`src/sv/plbt_ram.sv`:
```
`default_nettype none
module plbt_ram #(
	parameter int WIDTH = 8,
	parameter int DEPTH = 16
) (
	input  wire logic                     clk,
	input  wire logic                     we,
	input  wire logic [$clog2(DEPTH)-1:0] waddr,
	input  wire logic [WIDTH-1:0]         wdata,
	input  wire logic [$clog2(DEPTH)-1:0] raddr,
	output logic      [WIDTH-1:0]         rdata
);
	logic [WIDTH-1:0] mem [DEPTH];

	always_ff @(posedge clk) begin
		if (we) begin
			mem[waddr] <= wdata;
		end
		rdata <= mem[raddr];
	end
endmodule
`default_nettype wire

```
`config.mk`:
```
export PLATFORM = sky130hd
export DESIGN_NAME = plbt_ram
export DESIGN_NICKNAME = d
export VERILOG_FILES = /design/src/sv/plbt_ram.sv
export SDC_FILE = /design/constraint.sdc
export NUM_CORES = 1
export LEC_CHECK = 0
export BUFFER_PORTS_ARGS = -buffer_cell sky130_fd_sc_hd__buf_4
export CORE_UTILIZATION = 57
export DETAILED_ROUTE_END_ITERATION = 7
export MAX_ROUTING_LAYER = met4
export PLACE_DENSITY = 0.85
export SETUP_SLACK_MARGIN = 0.1
export SLEW_MARGIN = 40
export SYNTH_ARGS = -nofsm -noshare
export SYNTH_HDL_FRONTEND = slang
export SYNTH_SLANG_ARGS = --single-unit
```
`constraint.sdc`:
```
create_clock -name clk -period 2.45 [get_ports clk]
set_input_delay 0.49 -clock clk [delete_from_list [all_inputs] [get_ports clk]]
set_output_delay 0.49 -clock clk [all_outputs]
set_load 0.05 [all_outputs]
```
==> impl_metrics.py <==
metrics = {
    "setup_path": {
        "critPathCaptureType": "flip-flop",
        "reg2reg_from": "mem[5][2]$_DFFE_PP_",
        "worstPathRequired_ns": 2.83,
        "crit_start": "raddr[0]",
        "rr_endpoint": "rdata[2]$_DFF_P_",
        "rrSetupSlack_ns": 1.06,
        "crit_path_start_kind": "primary input",
        "reg2regPathDepth": 3,
        "cp_max_fo": 17,
        "endpoint": "rdata[2]$_DFF_P_",
        "crit_type": "in -> reg",
        "worstPathArrival_ns": 1.94,
    },
    "final_layout": {
        "post-route-util_pct": 69.4,
        "nets": 299,
        "drive_gt1_share_pct": 29.9,
        "final_common_cell": "edfxtp_1",
        "area_delta_synth_final_pct": 17.6,
        "antenna_cells": 0,
        "layout.cells.non_filler": 402,
        "final_cell_mix": "128 x edfxtp_1, 42 x buf_4, 18 x mux4_2",
    },
    "power": {
        "peakVddDrop_v": 0.000505,
        "power_density_nw_per_um2": 848,
        "total_power_mw": 5.13,
        "p_leak_nw": 2.06,
    },
    "synthesis": {
        "synthTopCellsByArea": "edfxtp_1 75%, mux4_2 7.9%, mux4_1 7.1%, dfxtp_1 3.1%, a22oi_1 2.3%",
        "synth_seq_cells": 136,
        "synth_top_cell_by_area": "edfxtp_1",
        "synthesis.area_um2": 5150,
        "seq_area_frac_synth_pct": 77.8,
        "synthDistinctLibCells": 19,
        "syn_inst": 229,
        "synth_top_area_share_pct": 74.7,
        "yosys_warnings": 0,
        "syn_area_per_cell_um2": 22.5,
        "syn_nets": 247,
    },
    "grt": {
        "grt_pass1_wl_um": 14800,
        "grt_pass1_vias": 2564,
        "antenna_found_initial": 0,
        "grt_max_degree": 33,
        "gr-total-overflow": 0,
        "grt_use_total_pct": 23.1,
    },
    "routing": {
        "vias_per_cell": 6.12,
        "wl_met1_um": 4050,
        "antenna_left": 0,
        "drt_pass1_iterations": 6,
        "wl_um": 9410,
        "top_layer_used": "met4",
        "wl_met3_um": 489,
        "routed-wl-met2_um": 4720,
        "drc": 0,
        "vias": 2461,
        "drt_iter0_markers": 155,
        "routedWlPerCell_um": 23.4,
    },
    "run_status": {
        "outcome": "finished, final reports clean",
    },
    "timing": {
        "slew_viol_final": 0,
        "final_hold_viol_count": 0,
        "setup_viol": 0,
        "slew_headroom_pct": 61.5,
        "fin_setup_tns_ns": 0,
        "min_period_over_period_pct": 63.8,
        "max_freq_ghz": 0.640,
        "setup_slack_ns": 0.887,
        "fin_skew_ns": 0.00841,
        "worst_pin_slew_ns": 0.577,
        "finalCriticalPeriod_ns": 1.56,
        "grt_setup_unrepaired": "no",
    },
    "die": {
        "io_pins": 26,
        "std_cell_rows": 34,
        "die_h_um": 97.0,
        "core_area_um2": 8720,
        "die_x_um": 97.0,
        "start_util_pct": 59.0,
        "die_area_um2": 9410,
    },
    "cts": {
        "cts_sinks": 136,
        "cts_root_buf": "clkbuf_8",
        "cts_buffer_depth": 2,
        "path_clk_slew_ns": 0.06,
        "clock_latency_ns": 0.50,
        "postCtsHoldBufs": 0,
        "cts_tree": "built",
        "numCtsBuffers": 17,
        "cts_max_level": 4,
        "cts_resized": 0,
        "cts_setup_buffers": 0,
    },
    "placement": {
        "port_buffers": 25,
        "routabilityCongestion": 0.741,
        "hpwl_um": 5940,
        "dp.cells": 370,
        "pre_cts_slack_ns": 0.382,
    },
    "flow_run": {
        "maxCapViolations": 0,
    },
    "min_path": {
        "hp-start": "wdata[6]",
        "min_path_type": "in -> reg",
    },
}
==> logic make-up (layout without fill, tap and decap cells) <==
kind of cell	after synthesis	in the layout	synth area share (%)
DFF	136	136	77.8
AOI/OAI and AO/OA	16	16	2.33
muxes	32	32	15.0
and+or+nand+nor	35	35	3.18
buffers and inverters	10	75	1.68
==> flip-flops by register name (all words and copies together) (netlist names) <==
register,cells
rdata,8
mem,128
==> metrics by stage <==
step / cell area, um2 / hold WS [ns]
2_1_floorplan: 5150 / 0.589
5_1_grt: 6050 / 0.290
3_5_place_dp: 5530 / 0.672
6_report: 6050 / 0.300
4_1_cts: 6050 / 0.284
3_3_place_gp: 5530 / 0.655
==> cell usage after synthesis (all sizes together) <==
| cell type | count |
|---|---|
| mux4 | 32 |
| and2b | 1 |
| nand3b | 2 |
| nor3 | 4 |
| nand2 | 9 |
| nor2 | 13 |
| and2 | 1 |
| dfxtp | 8 |
| edfxtp | 128 |
| buf | 7 |
| clkdlybuf4s25 | 3 |
| nand3 | 1 |
| nor2b | 1 |
| or3b | 1 |
| a22oi | 16 |
| nand2b | 2 |
==> cell type report <==
class | instances | area, um2
Tap cell | 108 | 135
Fill cell | 514 | 2670
Multi-Input combinational cell | 83 | 1060
Clock buffer | 23 | 447
Timing Repair Buffer | 43 | 335
Sequential cell | 136 | 4000
Clock inverter | 9 | 76.3
==> worst min path at each step <==
stage	to	slack [ns]	cells past startpoint
3_5_place_dp	rdata[5]$_DFF_P_	0.67	3
5_1_grt	mem[4][6]$_DFFE_PP_	0.29	1
6_report	mem[6][6]$_DFFE_PP_	0.30	1
2_1_floorplan	mem[0][0]$_DFFE_PP_	0.59	0
3_3_place_gp	rdata[5]$_DFF_P_	0.65	3
4_1_cts	mem[7][7]$_DFFE_PP_	0.28	1
==> layer usage <==
metal  vias to the layer above  global-route usage, %
met5                         -                      -
met4                         0                   10.4
met3                        12                   4.91
met2                        91                   35.9
met1                      1275                   29.7
li1                       1083                      -
==> critical path, cell delays in order <==
cell and delay (ns):
buf_4 0.25, buf_12 0.22, mux4_1 0.59, a22oi_1 0.27, nand2_1 0.10
==> report_power, final <==
group | leakage (nW) | switching [mW] | internal [mW]
clock | 0.249 | 0.850 | 1.36
combinational | 0.591 | 0.185 | 0.119
sequential | 1.22 | 0.0164 | 2.60
total | 2.06 | 1.05 | 4.08
(Power assumes the default switching activity.)
